`src/rtl/smc_pkg.sv`:
```
// Shared types and constants for the satellite mode controller.
// No dependencies.
`timescale 1ns / 1ps

package smc_pkg;

  localparam logic [31:0] ClockEpoch = 32'd315532800;
  localparam logic [15:0] BatLowMv   = 16'd6500;

  typedef enum logic [2:0] {
    MODE_PREDEPLOY = 3'd0,
    MODE_DEPLOY    = 3'd1,
    MODE_STANDBY   = 3'd2,
    MODE_BEACON    = 3'd3,
    MODE_EDL       = 3'd4
  } mode_e;

  typedef enum logic [2:0] {
    OP_EVAL        = 3'd0,
    OP_TX_ENABLE   = 3'd1,
    OP_TX_DISABLE  = 3'd2,
    OP_EDL_ENABLE  = 3'd3,
    OP_EDL_DISABLE = 3'd4
  } op_e;

  typedef enum logic [2:0] {
    REG_DEPLOY_TIMEOUT = 3'd0,
    REG_TX_TIMEOUT     = 3'd1,
    REG_EDL_WINDOW     = 3'd2,
    REG_RESET_TIMEOUT  = 3'd3,
    REG_MAX_ATTEMPTS   = 3'd4,
    REG_ACTUATION_TIME = 3'd5,
    REG_BOOT_SECONDS   = 3'd6
  } reg_idx_e;

  typedef struct packed {
    logic [31:0] deploy_timeout;
    logic [31:0] tx_timeout;
    logic [31:0] edl_window;
    logic [31:0] reset_timeout;
    logic [7:0]  max_attempts;
    logic [15:0] actuation_time;
    logic [31:0] boot_seconds;
  } cfg_t;

  typedef struct packed {
    logic [2:0]  op;
    logic [31:0] now_seconds;
    logic [15:0] vbatt_one;
    logic [15:0] vbatt_two;
  } item_t;

  typedef struct packed {
    mode_e       mode;
    logic        deployed;
    logic [7:0]  attempts;
    logic        battery_good;
    logic [31:0] tx_time;
    logic [31:0] edl_time;
  } state_t;

  typedef struct packed {
    mode_e       mode;
    logic        beacon_on;
    logic        deploy_fire;
    logic [15:0] deploy_duration;
    logic        hard_reset_req;
    logic        would_wait;
    logic        battery_ok;
  } result_t;

endpackage

```
`src/rtl/smc_eval.sv`:
```
// One pass of the mode switch: next state and result for one transaction.
// Depends on smc_pkg.
`timescale 1ns / 1ps

module smc_eval (
  input  smc_pkg::cfg_t    cfg_i,
  input  smc_pkg::state_t  state_i,
  input  smc_pkg::item_t   item_i,
  output smc_pkg::state_t  state_o,
  output smc_pkg::result_t result_o
);
  import smc_pkg::*;

  logic signed [32:0] tx_diff, edl_diff, boot_diff, epoch_diff;
  logic               tx_on, edl_on, rst_due, pre_wait, bat_ok;
  logic [31:0]        now;

  assign now        = item_i.now_seconds;
  assign tx_diff    = $signed({1'b0, now}) - $signed({1'b0, state_i.tx_time});
  assign edl_diff   = $signed({1'b0, now}) - $signed({1'b0, state_i.edl_time});
  assign boot_diff  = $signed({1'b0, now}) - $signed({1'b0, cfg_i.boot_seconds});
  assign epoch_diff = $signed({1'b0, now}) - $signed({1'b0, ClockEpoch});

  assign tx_on    = tx_diff < $signed({1'b0, cfg_i.tx_timeout});
  assign edl_on   = edl_diff < $signed({1'b0, cfg_i.edl_window});
  assign rst_due  = boot_diff >= $signed({1'b0, cfg_i.reset_timeout});
  assign pre_wait = epoch_diff < $signed({1'b0, cfg_i.deploy_timeout});
  assign bat_ok   = !((item_i.vbatt_one < BatLowMv) && (item_i.vbatt_two < BatLowMv));

  always_comb begin
    state_o  = state_i;
    result_o = '0;
    case (item_i.op)
      OP_EVAL: begin
        case (state_i.mode)
          MODE_PREDEPLOY: begin
            if (pre_wait) begin
              state_o.tx_time     = now;
              result_o.would_wait = 1'b1;
            end else begin
              state_o.mode = MODE_DEPLOY;
            end
          end
          MODE_DEPLOY: begin
            if (!state_i.deployed && (state_i.attempts < cfg_i.max_attempts)) begin
              state_o.battery_good = bat_ok;
              if (bat_ok) begin
                result_o.deploy_fire     = 1'b1;
                result_o.deploy_duration = cfg_i.actuation_time;
                state_o.attempts         = state_i.attempts + 8'd1;
              end else begin
                result_o.would_wait = 1'b1;
              end
            end else begin
              state_o.mode     = MODE_STANDBY;
              state_o.deployed = 1'b1;
              state_o.attempts = '0;
            end
          end
          MODE_STANDBY: begin
            if (edl_on) begin
              state_o.mode = MODE_EDL;
            end else if (rst_due) begin
              result_o.hard_reset_req = 1'b1;
            end else if (tx_on) begin
              state_o.battery_good = bat_ok;
              if (bat_ok) begin
                state_o.mode = MODE_BEACON;
              end else begin
                result_o.would_wait = 1'b1;
              end
            end else begin
              result_o.would_wait = 1'b1;
            end
          end
          MODE_BEACON: begin
            result_o.beacon_on = 1'b1;
            if (edl_on) begin
              state_o.mode = MODE_EDL;
            end else if (rst_due) begin
              result_o.hard_reset_req = 1'b1;
            end else if (!tx_on) begin
              state_o.mode = MODE_STANDBY;
            end else begin
              state_o.battery_good = bat_ok;
              if (!bat_ok) begin
                state_o.mode = MODE_STANDBY;
              end else begin
                result_o.would_wait = 1'b1;
              end
            end
          end
          MODE_EDL: begin
            if (!edl_on) begin
              if (tx_on) begin
                state_o.battery_good = bat_ok;
                state_o.mode         = bat_ok ? MODE_BEACON : MODE_STANDBY;
              end else begin
                state_o.mode = MODE_STANDBY;
              end
            end else begin
              result_o.would_wait = 1'b1;
            end
          end
          default: begin
            state_o.mode = MODE_PREDEPLOY;
          end
        endcase
      end
      OP_TX_ENABLE:  state_o.tx_time = now;
      OP_TX_DISABLE: state_o.tx_time = '0;
      OP_EDL_ENABLE: begin
        if (state_i.mode != MODE_PREDEPLOY) state_o.edl_time = now;
      end
      OP_EDL_DISABLE: begin
        if (state_i.mode != MODE_PREDEPLOY) state_o.edl_time = '0;
      end
      default: ;
    endcase
    result_o.mode       = state_o.mode;
    result_o.battery_ok = state_o.battery_good;
  end

endmodule

```
`src/rtl/satellite_mode_controller_top.sv`:
```
// Accepted transactions go to item_q; results are registered in result_q.
// Throughput: one transaction per cycle; the input and result registers
// advance together, held only by the result side's ready.
// Reset (rst_ni, async low): predeploy mode, battery good, stamps, counters
// and all configuration registers cleared; both stages empty.
// Top level of the satellite mode controller; depends on smc_pkg, smc_eval.
`timescale 1ns / 1ps

module satellite_mode_controller_top (
  input  logic        clk_i,
  input  logic        rst_ni,
  input  logic        in_valid_i,
  output logic        in_ready_o,
  input  logic [2:0]  op_i,
  input  logic [31:0] now_seconds_i,
  input  logic [15:0] vbatt_one_i,
  input  logic [15:0] vbatt_two_i,
  output logic        out_valid_o,
  input  logic        out_ready_i,
  output logic [2:0]  mode_o,
  output logic        beacon_on_o,
  output logic        deploy_fire_o,
  output logic [15:0] deploy_duration_o,
  output logic        hard_reset_req_o,
  output logic        would_wait_o,
  output logic        battery_ok_o,
  input  logic        psel,
  input  logic        penable,
  input  logic        pwrite,
  input  logic [4:0]  paddr,
  input  logic [31:0] pwdata,
  output logic [31:0] prdata,
  output logic        pready
);
  import smc_pkg::*;

  cfg_t    cfg_q;
  state_t  state_q, state_d;
  item_t   item_q;
  result_t result_q, result_d;
  logic    item_valid_q, out_valid_q;
  logic    advance, cfg_wr;

  // config port
  assign pready = 1'b1;
  assign cfg_wr = psel && penable && pwrite;

  always_ff @(posedge clk_i or negedge rst_ni) begin
    if (!rst_ni) begin
      cfg_q <= '0;
    end else if (cfg_wr) begin
      case (reg_idx_e'(paddr[4:2]))
        REG_DEPLOY_TIMEOUT: cfg_q.deploy_timeout <= pwdata;
        REG_TX_TIMEOUT:     cfg_q.tx_timeout     <= pwdata;
        REG_EDL_WINDOW:     cfg_q.edl_window     <= pwdata;
        REG_RESET_TIMEOUT:  cfg_q.reset_timeout  <= pwdata;
        REG_MAX_ATTEMPTS:   cfg_q.max_attempts   <= pwdata[7:0];
        REG_ACTUATION_TIME: cfg_q.actuation_time <= pwdata[15:0];
        REG_BOOT_SECONDS:   cfg_q.boot_seconds   <= pwdata;
        default: ;
      endcase
    end
  end

  always_comb begin
    case (reg_idx_e'(paddr[4:2]))
      REG_DEPLOY_TIMEOUT: prdata = cfg_q.deploy_timeout;
      REG_TX_TIMEOUT:     prdata = cfg_q.tx_timeout;
      REG_EDL_WINDOW:     prdata = cfg_q.edl_window;
      REG_RESET_TIMEOUT:  prdata = cfg_q.reset_timeout;
      REG_MAX_ATTEMPTS:   prdata = {24'd0, cfg_q.max_attempts};
      REG_ACTUATION_TIME: prdata = {16'd0, cfg_q.actuation_time};
      REG_BOOT_SECONDS:   prdata = cfg_q.boot_seconds;
      default:            prdata = '0;
    endcase
  end

  // pipeline control
  assign advance    = !out_valid_q || out_ready_i;
  assign in_ready_o = !item_valid_q || advance;

  always_ff @(posedge clk_i or negedge rst_ni) begin
    if (!rst_ni) begin
      item_valid_q <= 1'b0;
    end else if (in_ready_o) begin
      item_valid_q <= in_valid_i;
    end
  end

  always_ff @(posedge clk_i) begin
    if (in_valid_i && in_ready_o) begin
      item_q <= '{op: op_i, now_seconds: now_seconds_i,
                  vbatt_one: vbatt_one_i, vbatt_two: vbatt_two_i};
    end
  end

  smc_eval u_eval (
    .cfg_i    (cfg_q),
    .state_i  (state_q),
    .item_i   (item_q),
    .state_o  (state_d),
    .result_o (result_d)
  );

  always_ff @(posedge clk_i or negedge rst_ni) begin
    if (!rst_ni) begin
      state_q      <= '{mode: MODE_PREDEPLOY, deployed: 1'b0, attempts: 8'd0,
                        battery_good: 1'b1, tx_time: 32'd0, edl_time: 32'd0};
      out_valid_q  <= 1'b0;
    end else if (advance) begin
      out_valid_q <= item_valid_q;
      if (item_valid_q) state_q <= state_d;
    end
  end

  always_ff @(posedge clk_i) begin
    if (advance && item_valid_q) result_q <= result_d;
  end

  assign out_valid_o       = out_valid_q;
  assign mode_o            = result_q.mode;
  assign beacon_on_o       = result_q.beacon_on;
  assign deploy_fire_o     = result_q.deploy_fire;
  assign deploy_duration_o = result_q.deploy_duration;
  assign hard_reset_req_o  = result_q.hard_reset_req;
  assign would_wait_o      = result_q.would_wait;
  assign battery_ok_o      = result_q.battery_ok;

  a_fire_in_deploy: assert property (@(posedge clk_i) disable iff (!rst_ni)
    out_valid_q && result_q.deploy_fire |-> result_q.mode == MODE_DEPLOY &&
      result_q.battery_ok && !result_q.would_wait)
    else $error("deploy fire outside deploy mode");

  a_dur_zero: assert property (@(posedge clk_i) disable iff (!rst_ni)
    out_valid_q && !result_q.deploy_fire |-> result_q.deploy_duration == '0)
    else $error("deploy duration without fire");

  a_deployed_sticky: assert property (@(posedge clk_i) disable iff (!rst_ni)
    state_q.deployed |=> state_q.deployed)
    else $error("deployed flag cleared");

  a_hreset_mode: assert property (@(posedge clk_i) disable iff (!rst_ni)
    out_valid_q && result_q.hard_reset_req |->
      !result_q.would_wait &&
      (result_q.mode == MODE_STANDBY || result_q.mode == MODE_BEACON))
    else $error("hard reset outside standby or beacon");

endmodule
```
`config.mk`:
```
export PLATFORM = sky130hd
export DESIGN_NAME = satellite_mode_controller_top
export DESIGN_NICKNAME = d
export VERILOG_FILES = /design/src/rtl/smc_pkg.sv /design/src/rtl/smc_eval.sv /design/src/rtl/satellite_mode_controller_top.sv
export SDC_FILE = /design/constraint.sdc
export NUM_CORES = 1
export LEC_CHECK = 0
export ABC_AREA = 1
export BUFFER_PORTS_ARGS = -buffer_cell sky130_fd_sc_hd__buf_2
export CAP_MARGIN = 20
export CELL_PAD_IN_SITES_DETAIL_PLACEMENT = 0
export CELL_PAD_IN_SITES_GLOBAL_PLACEMENT = 1
export CORE_UTILIZATION = 42
export CTS_CLUSTER_SIZE = 12
export DETAILED_ROUTE_END_ITERATION = 6
export PLACE_DENSITY = 0.83
export RECOVER_POWER = 50
export SLEW_MARGIN = 20
export SYNTH_ARGS = -nofsm -noshare
export SYNTH_HDL_FRONTEND = slang
export SYNTH_SLANG_ARGS = --single-unit
```
`constraint.sdc`:
```
create_clock -name clk_i -period 4.1 [get_ports clk_i]
set_input_delay 0.205 -clock clk_i [delete_from_list [all_inputs] [get_ports clk_i]]
set_output_delay 0.205 -clock clk_i [all_outputs]
set_load 0.05 [all_outputs]
```
# Yosys cells after proc, flatten, opt, wreduce, memory -nomap -nowiden

Index checks and enable logic that the tools add are counted.

$add $sub $neg: 5
Magnitude comparators: 7
Equal/unequal tests: 19
Muxes and demuxes: 47
Bitwise operators: 3
Reductions and logical operators: 33

Operators by type and width:

| operator                                                               | number |
|---|---|
| 32-bit case mux with 7 select lines                                    | 1 |
| 32-bit 2-to-1 mux                                                      | 4 |
| 33-bit < comparator                                                    | 3 |
| 32-bit by 32-bit subtractor with 33-bit output                         | 3 |
| 32-bit case mux with 3 select lines                                    | 1 |
| 32-bit case mux with 2 select lines                                    | 1 |
| 33-bit >= comparator                                                   | 1 |
| 3-bit 2-to-1 mux                                                       | 11 |
| 32-bit by 29-bit subtractor with 33-bit output, second input constant  | 1 |
| 16-bit by 13-bit < comparator with 1-bit output, second input constant | 2 |
| 5-bit AND reduction                                                    | 4 |
| 3-bit by 2-bit == test with 1-bit output, second input constant        | 6 |
| 1-bit 2-to-1 mux                                                       | 17 |
| 17-bit 2-to-1 mux                                                      | 1 |
| 8-bit 2-to-1 mux                                                       | 2 |
| 2-bit AND reduction                                                    | 8 |
| 3-bit == test, second input constant                                   | 5 |
| 3-bit case mux with 5 select lines                                     | 1 |
| 13-bit 2-to-1 mux                                                      | 1 |
| 3-bit by 1-bit == test with 1-bit output, second input constant        | 3 |
| 3-bit zero test                                                        | 3 |
| 9-bit 2-to-1 mux                                                       | 1 |
| 8-bit by 1-bit adder with 8-bit output, second input constant          | 1 |
| 8-bit < comparator                                                     | 1 |
| 16 further kinds                                                       | 32 |

Register bits after elaboration: 354
Input bits: 111
Output and inout port bits: 59
Word-level logic and storage cells: 140

# Logic depth before layout (Yosys ltp)

Gate-level depths: netlist of the first run.

Depth in word-level cells: 8
Mapped depth: 36
Depth with buffers taken out: 36

# Cells and area by module

From an unflattened synthesis of the first run, not the netlist that was laid out.

Cell total of the unflattened synthesis: 3499
Area total of the unflattened synthesis: 25743.4 sq um

Modules (own cells, without submodules):

| module                        | instances | cells an instance | area an instance (sq um) | sequential area each (sq um) |
|---|---|---|---|---|
| satellite_mode_controller_top | 1         | 1603              | 14774.2                  | 9315.2 |
| smc_eval                      | 1         | 1896              | 10969.3                  | 0.0 |

# Least setup slack after synthesis of the first run

No wires, ideal clock.

Path kind: register to register
Start: register item_q[34] in the netlist's numbering
End: register result_q (netlist bit mode_o[0]) (data pin)
Setup time: 260 ps
Arrival time: 3904 ps
Data required time: 3840 ps
Setup slack: -64 ps
Stages on the path, launching flop included: 32
Path buffers: 0
Period minus slack after synthesis: 4164 ps
Cell sequence: edfxtp_1 -> ha_1 -> a21oi_1 -> nand2_1 -> a21oi_1 -> o21bai_1 -> a21oi_2 -> o21ai_2 -> a21boi_1 -> o21ai_0 -> a21oi_1 -> o21ai_0 -> xor2_1 -> ha_1 -> nand4_1 -> or2_2 -> nor2_1 -> nand2_1 -> nand2_1 -> nand2_1 -> nand2_1 -> nand2_1 -> nand2_1 -> nand2_1 -> nand2_1 -> nand2_1 -> nand2_1 -> nand2_1 -> nand2_1 -> nand2_1 -> nand2_1 -> o21ai_0

RTL lines:

| element                  | RTL line                             | source |
|---|---|---|
| start: declaration       | satellite_mode_controller_top.sv:39  | `item_t item_q;` |
| start signal: assignment | satellite_mode_controller_top.sv:92  | `item_q <= '{op: op_i, now_seconds: now_seconds_i,` |
| end signal: assignment   | satellite_mode_controller_top.sv:117 | `if (advance && item_valid_q) result_q <= result_d;` |
| end: declaration         | satellite_mode_controller_top.sv:40  | `result_t result_q, result_d;` |

==> results of run 1 <==
[layer usage]
metal,global-route usage,vias to the layer above,part of all wire
li1,-,10540,-
met1,0.3762,10380,0.42
met2,0.5177,631,0.49
met3,0.03235,158,0.046
met4,0.1168,0,0.039
met5,0,-,0
[area by class of cell]
type                       count  area [µm²]  share of cell area
clock buffer                  56        1184             0.03897
clock inverter                22       236.5            0.007785
inverter                     445        1682             0.05536
multi-input combinational   1888       12340              0.4064
sequential                   350        9195              0.3027
tap                          688       860.8             0.02834
timing repair buffer         641        4872              0.1604
[path summary, 6_finish.rpt]
path / endpoint / slack [ns]
worst max-delay path: mode_o[0] / -0.36
worst min-delay path: cfg_q[35] / 0.29
worst max register to register: mode_o[0] / -0.36
worst min register to register: state_q[73] / 0.47
max in group asynchronous: state_q[9] / 0.48
min in group asynchronous: cfg_q[34] / 0.95
[power by group through the flow]
stage               combinational, mW  sequential, mW  clock, mW
finish                           11.3            4.72       3.87
global route                     12.5            4.79       4.05
CTS                              10.7            4.71       3.92
detailed placement               9.98            4.77          0
global placement                 9.79            4.75          0
floorplan                        6.03            4.77          0
[placed cells by master (no fill, tap or decap), drive strengths merged, types with 12 or more instances in the layout]
| cell | count |
|---|---|
| buf | 517 |
| nand2 | 496 |
| inv | 444 |
| o21ai | 359 |
| dfrtp | 262 |
| ha | 230 |
| a21oi | 198 |
| nor2 | 149 |
| nand3 | 123 |
| dlygate4sd3 | 98 |
| edfxtp | 87 |
| clkbuf | 82 |
| xor2 | 72 |
| o22ai | 45 |
| xnor2 | 37 |
| nor3 | 32 |
| o221ai | 19 |
| clkinv | 16 |
| a31oi | 16 |
| nand4 | 14 |
| a211oi | 12 |
[cells by family after synthesis]
| group | count (synthesis) | synth area share |
|---|---|---|
| AO/OA/AOI/OAI | 711 | 0.1772 |
| XOR/XNOR | 109 | 0.04247 |
| adder cells (fa/ha/maj) | 233 | 0.1307 |
| buffers and inverters | 516 | 0.08783 |
| flip-flops | 350 | 0.4091 |
| other | 1 | 0.0001668 |
| AND/OR/NAND/NOR | 834 | 0.1526 |
[registers in the layout, summed over array words and instances, names as in the netlist]
name               flops
cfg_q                184
state_q               77
item_q                63
deploy_duration_o     16
mode_o                 3
battery_ok_o           1
beacon_on_o            1
deploy_fire_o          1
hard_reset_req_o       1
item_valid_q           1
out_valid_o            1
would_wait_o           1
[timing repair]
item                                    in CTS  in global routing
gates cloned                                 7                  0
resized for setup                          152                107
pin swaps                                   60                 59
hold buffers                                98                  0
endpoints found under the setup margin      42                 42
setup buffers                               25                 16
endpoints found under the hold margin      321                  0
[tightest hold or removal path: stages]
cell and delay, ns:
buf_2 0.10, nand3_1 0.23, nor2_1 0.17, nand2_1 0.08
o21ai_0 0.06
[per-stage QoR]
| step | cells | hold WS [ns] | power [mW] | instance area [µm²] |
|---|---|---|---|---|
| 6_report | 4090 | 0.2850 | 19.87 | 30370 |
| 5_1_grt | 4090 | 0.3138 | 21.35 | 30370 |
| 4_1_cts | 4075 | 0.2776 | 19.38 | 29900 |
| 3_5_place_dp | 3868 | 0.3298 | 14.75 | 26510 |
| 3_3_place_gp | 3867 | 0.3171 | 14.54 | 26490 |
| 2_1_floorplan | 2754 | -0.09059 | 10.80 | 22480 |
==> flow_summary.yaml, run 1 <==
routing:
  drt-total-wl_um: 81310
  wl_per_cell_um: 19.88
  first_pass_iters: 7
  drc: 14
  vias_per_cell: 5.307
  vias: 21710
  drt_iter0_markers: 1388
  drtAntennaViolNets: 0
synth:
  synthTopCellsByArea: "dfrtp_1 (29%), ha_1 (13%), edfxtp_1 (12%)"
  syn_inst: 2754
  synth_top_area_share: 0.2917
  yosysWarnings: 0
  async_flop_share: 0.7514
  synth_edf_count: 87
  yosys-top-cells-count: "nand2_1 (496), inv_1 (439), o21ai_0 (307), dfrtp_1 (262), ha_1 (230)"
  yosysUniqueCellTypes: 59
  synthFlopType: "dfrtp_1"
  synth_area_per_cell_um2: 8.162
  netlist.top_cell.by_area: "dfrtp_1"
  postSynthNetCount: 3098
  synth_most_common_cell: "nand2_1"
  synthesis.area_um2: 22480
  ys_seq_area_frac: 0.4091
  ys_ff_latch: 350
worst_hold_path:
  hold_class: "in -> reg"
  hold_depth: 5
  hp-start: "penable"
placement:
  portBuffers: 162
  gp_routability_congestion: 0.9821
  place.detailed.hpwl_um: 60960
  dp_slack_ns: -0.9844
worst_setup_path:
  max_stage_delay_ns: 0.42
  critPathLaunch: "item_q[33]"
  critPathBufInv: 1
  cp.arrival_ns: 4.79
  crit_path_frequent_cell: "nand2_1"
  path_class: "reg -> reg"
  critPathCaptureType: "flop"
  crit_fanout: 4
  cp.depth: 27
  crit_family: "simple AND/OR/NAND/NOR gates"
  crit_slowest_cell: "edfxtp_1"
  r2r_cells: 27
  worst_ep_required_time_ns: 4.43
  rr_startpoint: "item_q[33]"
  cp-start-kind: "flop"
grt:
  overflow: 0
  antenna_found_initial: 1
  grt_max_degree: 99
  grt_pass1_vias: 21260
  grt.total_usage: 0.2976
  grt_first_pass_wirelength_um: 122100
power_and_ir_drop:
  power.net_switching_mw: 8.423
  p_int_mw: 11.45
  pwr-share-seq: 0.237
  netSwitchingFraction: 0.4239
  power_density_nw_per_um2: 654.2
  vdd_drop_max_v: 0.0003730
  clkPwrFrac: 0.195
  p_leak_nw: 14.47
  combPwrFrac: 0.568
floorplanning:
  rows: 84
  core_um2: 52760
  die_height_um: 233.3
  die_w_um: 233.3
  pin_count: 170
  die_area_um2: 54450
  initial_utilization: 0.4261
timing:
  hold_viol: 0
  layout_min_cycle_time_ns: 4.455
  setup_viol: 42
  fin_ws_ns: -0.3554
  setup_tns_ns: -4.900
  finalCritPeriodShare: 1.087
  slew_viol_final: 165
  clock_skew_ns: 0.03581
  slew_headroom: -0.7657
  fmax_mhz: 224.4
  worstMarginPinSlew_ns: 2.649
  rsz0062_at_grt: "yes"
outcome:
  status: "finished, violations left"
  violations: "design-rule violations, max-capacitance violations, max-slew violations, negative setup slack"
cells_and_area:
  final_core_util: 0.5757
  drive_gt1_frac: 0.2349
  nets: 3712
  antenna_cells: 0
  area_delta_synth_final_pct: 35.12
  fillers: 4793
clock_network:
  clk_pin_slew_ns: 0.06
  cts_buffers: 42
  clock_latency_ns: 0.61
  cts_tree: "yes"
  htree_levels: 2
  cts_root_buf: "clkbuf_16"
  cts_sinks: 350
  cts.path.max_buffers: 3
job:
  maxCapViolCount: 4
Note: power is estimated with default switching activity, not from simulation.
==> run 2, diff against run 1 <==
--- a/config.mk
+++ b/config.mk
@@ -5,12 +5,11 @@
 export SDC_FILE = /design/constraint.sdc
 export NUM_CORES = 1
 export LEC_CHECK = 0
-export ABC_AREA = 1
 export BUFFER_PORTS_ARGS = -buffer_cell sky130_fd_sc_hd__buf_2
 export CAP_MARGIN = 20
 export CELL_PAD_IN_SITES_DETAIL_PLACEMENT = 0
 export CELL_PAD_IN_SITES_GLOBAL_PLACEMENT = 1
-export CORE_UTILIZATION = 42
+export CORE_UTILIZATION = 44
 export CTS_CLUSTER_SIZE = 12
 export DETAILED_ROUTE_END_ITERATION = 6
 export PLACE_DENSITY = 0.83
@@ -18,4 +17,5 @@
 export SLEW_MARGIN = 20
 export SYNTH_ARGS = -nofsm -noshare
 export SYNTH_HDL_FRONTEND = slang
+export SYNTH_HIERARCHICAL = 1
 export SYNTH_SLANG_ARGS = --single-unit
==> run 2 against run 1 <==
  * The run ends with max-capacitance violations, max-slew violations, negative setup slack left
  * Synthesized area grew 11%
  * Highest routed layer unchanged
  * Synthesized cell count is 7.8% lower
  * Largest cell class unchanged
  * Utilization up 1.8 points
  * Sequential power increased by 5.3%
  * Largest power group unchanged
==> flow_summary.yaml, run 2 <==
timing:
  slew_headroom: -0.7767
  setup_viol: 47
  worstMarginPinSlew_ns: 2.665
  layout_min_cycle_time_ns: 5.083
  rsz0062_at_grt: "yes"
  clock_skew_ns: 0.01177
  fin_ws_ns: -0.9831
  fmax_mhz: 196.7
  setup_tns_ns: -23.01
  slew_viol_final: 251
  hold_viol: 0
  finalCritPeriodShare: 1.240
worst_setup_path:
  cp-start-kind: "flop"
  crit_fanout: 5
  crit_slowest_cell: "edfxtp_1"
  path_class: "reg -> reg"
  crit_family: "compound AO/OA/AOI/OAI gates"
  worst_ep_required_time_ns: 4.56
  critPathBufInv: 4
  critPathCaptureType: "flop"
  cp.arrival_ns: 5.54
  max_stage_delay_ns: 0.40
  cp_cell_sequence: "inv_2, ha_4, fa_2, nor2b_4, o31a_4, o41ai_4, nor3_4, buf_4, a31oi_4, o31ai_4, a211oi_2, o21ai_1, a2111o_1, o311ai_2, ha_1, a211o_1, buf_6, a2111oi_4, a211oi_2, and2_4, buf_6, nand3_2, o211ai_1, mux2_4"
clock_network:
  clock_latency_ns: 0.58
  htree_levels: 2
  cts_sinks: 350
  clk_pin_slew_ns: 0.06
  cts_tree: "yes"
  cts_root_buf: "clkbuf_16"
  cts_buffers: 43
  cts.path.max_buffers: 3
grt:
  grt_use_met3: 0.03123
  grt_pass1_vias: 22540
  grt_first_pass_wirelength_um: 124600
  overflow: 0
  antenna_found_initial: 0
  top_usage_layer: "met2"
  use_met2: 0.4913
  grt_max_degree: 103
  grt.total_usage: 0.2806
  met1_usage: 0.3372
outcome:
  status: "finished, violations left"
  violations: "max-capacitance violations, max-slew violations, negative setup slack"
worst_hold_path:
  hold_class: "in -> reg"
placement:
  place.detailed.hpwl_um: 59110
  gp_routability_congestion: 0.9430
  postPlaceCellArea_um2: 29260
  portBuffers: 162
synth:
  yosysWarnings: 6
  syn_inst: 2540
  synth_area_per_cell_um2: 9.818
  postSynthNetCount: 2884
  synthesis.area_um2: 24940
cells_and_area:
  nets: 3495
  top_regs: "cfg_q (184), state_q (77), item_q (63)"
  design_area_um2: 32940
  largest_register: "cfg_q"
  largest_register_ff_count: 184
  final_cell_mix: "buf_4 (385), dfrtp_1 (262), inv_1 (261), ha_1 (220), mux2_2 (206)"
  final_common_cell: "buf_4"
  antenna_cells: 0
  drive_gt1_frac: 0.3154
  area_delta_synth_final_pct: 32.08
power_and_ir_drop:
  vdd_drop_max_v: 0.0005292
  p_leak_nw: 15.17
  power_density_nw_per_um2: 648.6
routing:
  first_pass_iters: 5
  drtAntennaViolNets: 0
  vias_per_cell: 5.619
  drt_iter0_markers: 1308
  drc: 0
  vias: 22110
  drt-total-wl_um: 81130
  wl_per_cell_um: 20.62
floorplanning:
  die_height_um: 240.1
  pin_count: 170
  core_um2: 55520
  rows: 86
  die_area_um2: 57630
  initial_utilization: 0.4491
  die_w_um: 240.1
job:
  maxCapViolCount: 4
## run 2: per-stage QoR
stage	utilization	hold slack [ns]	std cells	worst slack [ns]	power, mW
after floorplan	-	-0.09059	2540	-0.5323	11.90
after global placement	0.5269	0.3218	3715	-1.142	15.63
after detailed placement	0.5269	0.3242	3715	-1.221	15.99
after CTS	0.5876	0.2908	3921	-0.8683	20.82
after global routing	0.5932	0.3217	3934	-1.170	22.82
final	0.5932	0.3258	3934	-0.9831	21.36
## run 2: worst paths after layout
check | startpoint | to | slack [ns] | cells past startpoint
hold reg to reg | state_q[6] | state_q[6] | 0.50 | 1
setup reg to reg | item_q[32] | state_q[75] | -0.98 | 24
max in group asynchronous | rst_ni | cfg_q[31] | 0.72 | 3
setup / recovery | item_q[32] | state_q[75] | -0.98 | 24
hold / removal | now_seconds_i[14] | item_q[46] | 0.33 | 2
min in group asynchronous | rst_ni | cfg_q[50] | 1.00 | 2
## run 2: what timing repair did
item / 4_1_cts / 5_1_grt
endpoints found under the setup margin: 42 / 42
pin swaps: 54 / 42
endpoints found under the hold margin: 346 / 0
cloned: 5 / 1
resized for setup: 147 / 76
hold buffers: 99 / 0
buffers inserted: 23 / 20
## run 2: power breakdown
group | switching, mW | internal (mW)
Combinational | 6.35 | 6.04
Sequential | 0.622 | 4.35
Clock | 1.59 | 2.41
## run 2: cell type report
class / instances / area [µm²]
fill: 4821 / 22590
multi-input combinational: 1817 / 15270
sequential: 350 / 9195
timing repair buffer: 676 / 5064
clock buffer: 60 / 1262
inverter: 263 / 987.2
tap: 748 / 935.9
clock inverter: 20 / 219.0
## run 2: layer usage
layer  part of all wire  up-vias
li1                   -    10400
met1               0.40    10820
met4              0.055        0
met3              0.046      211
met2               0.50      673
met5                  0        -
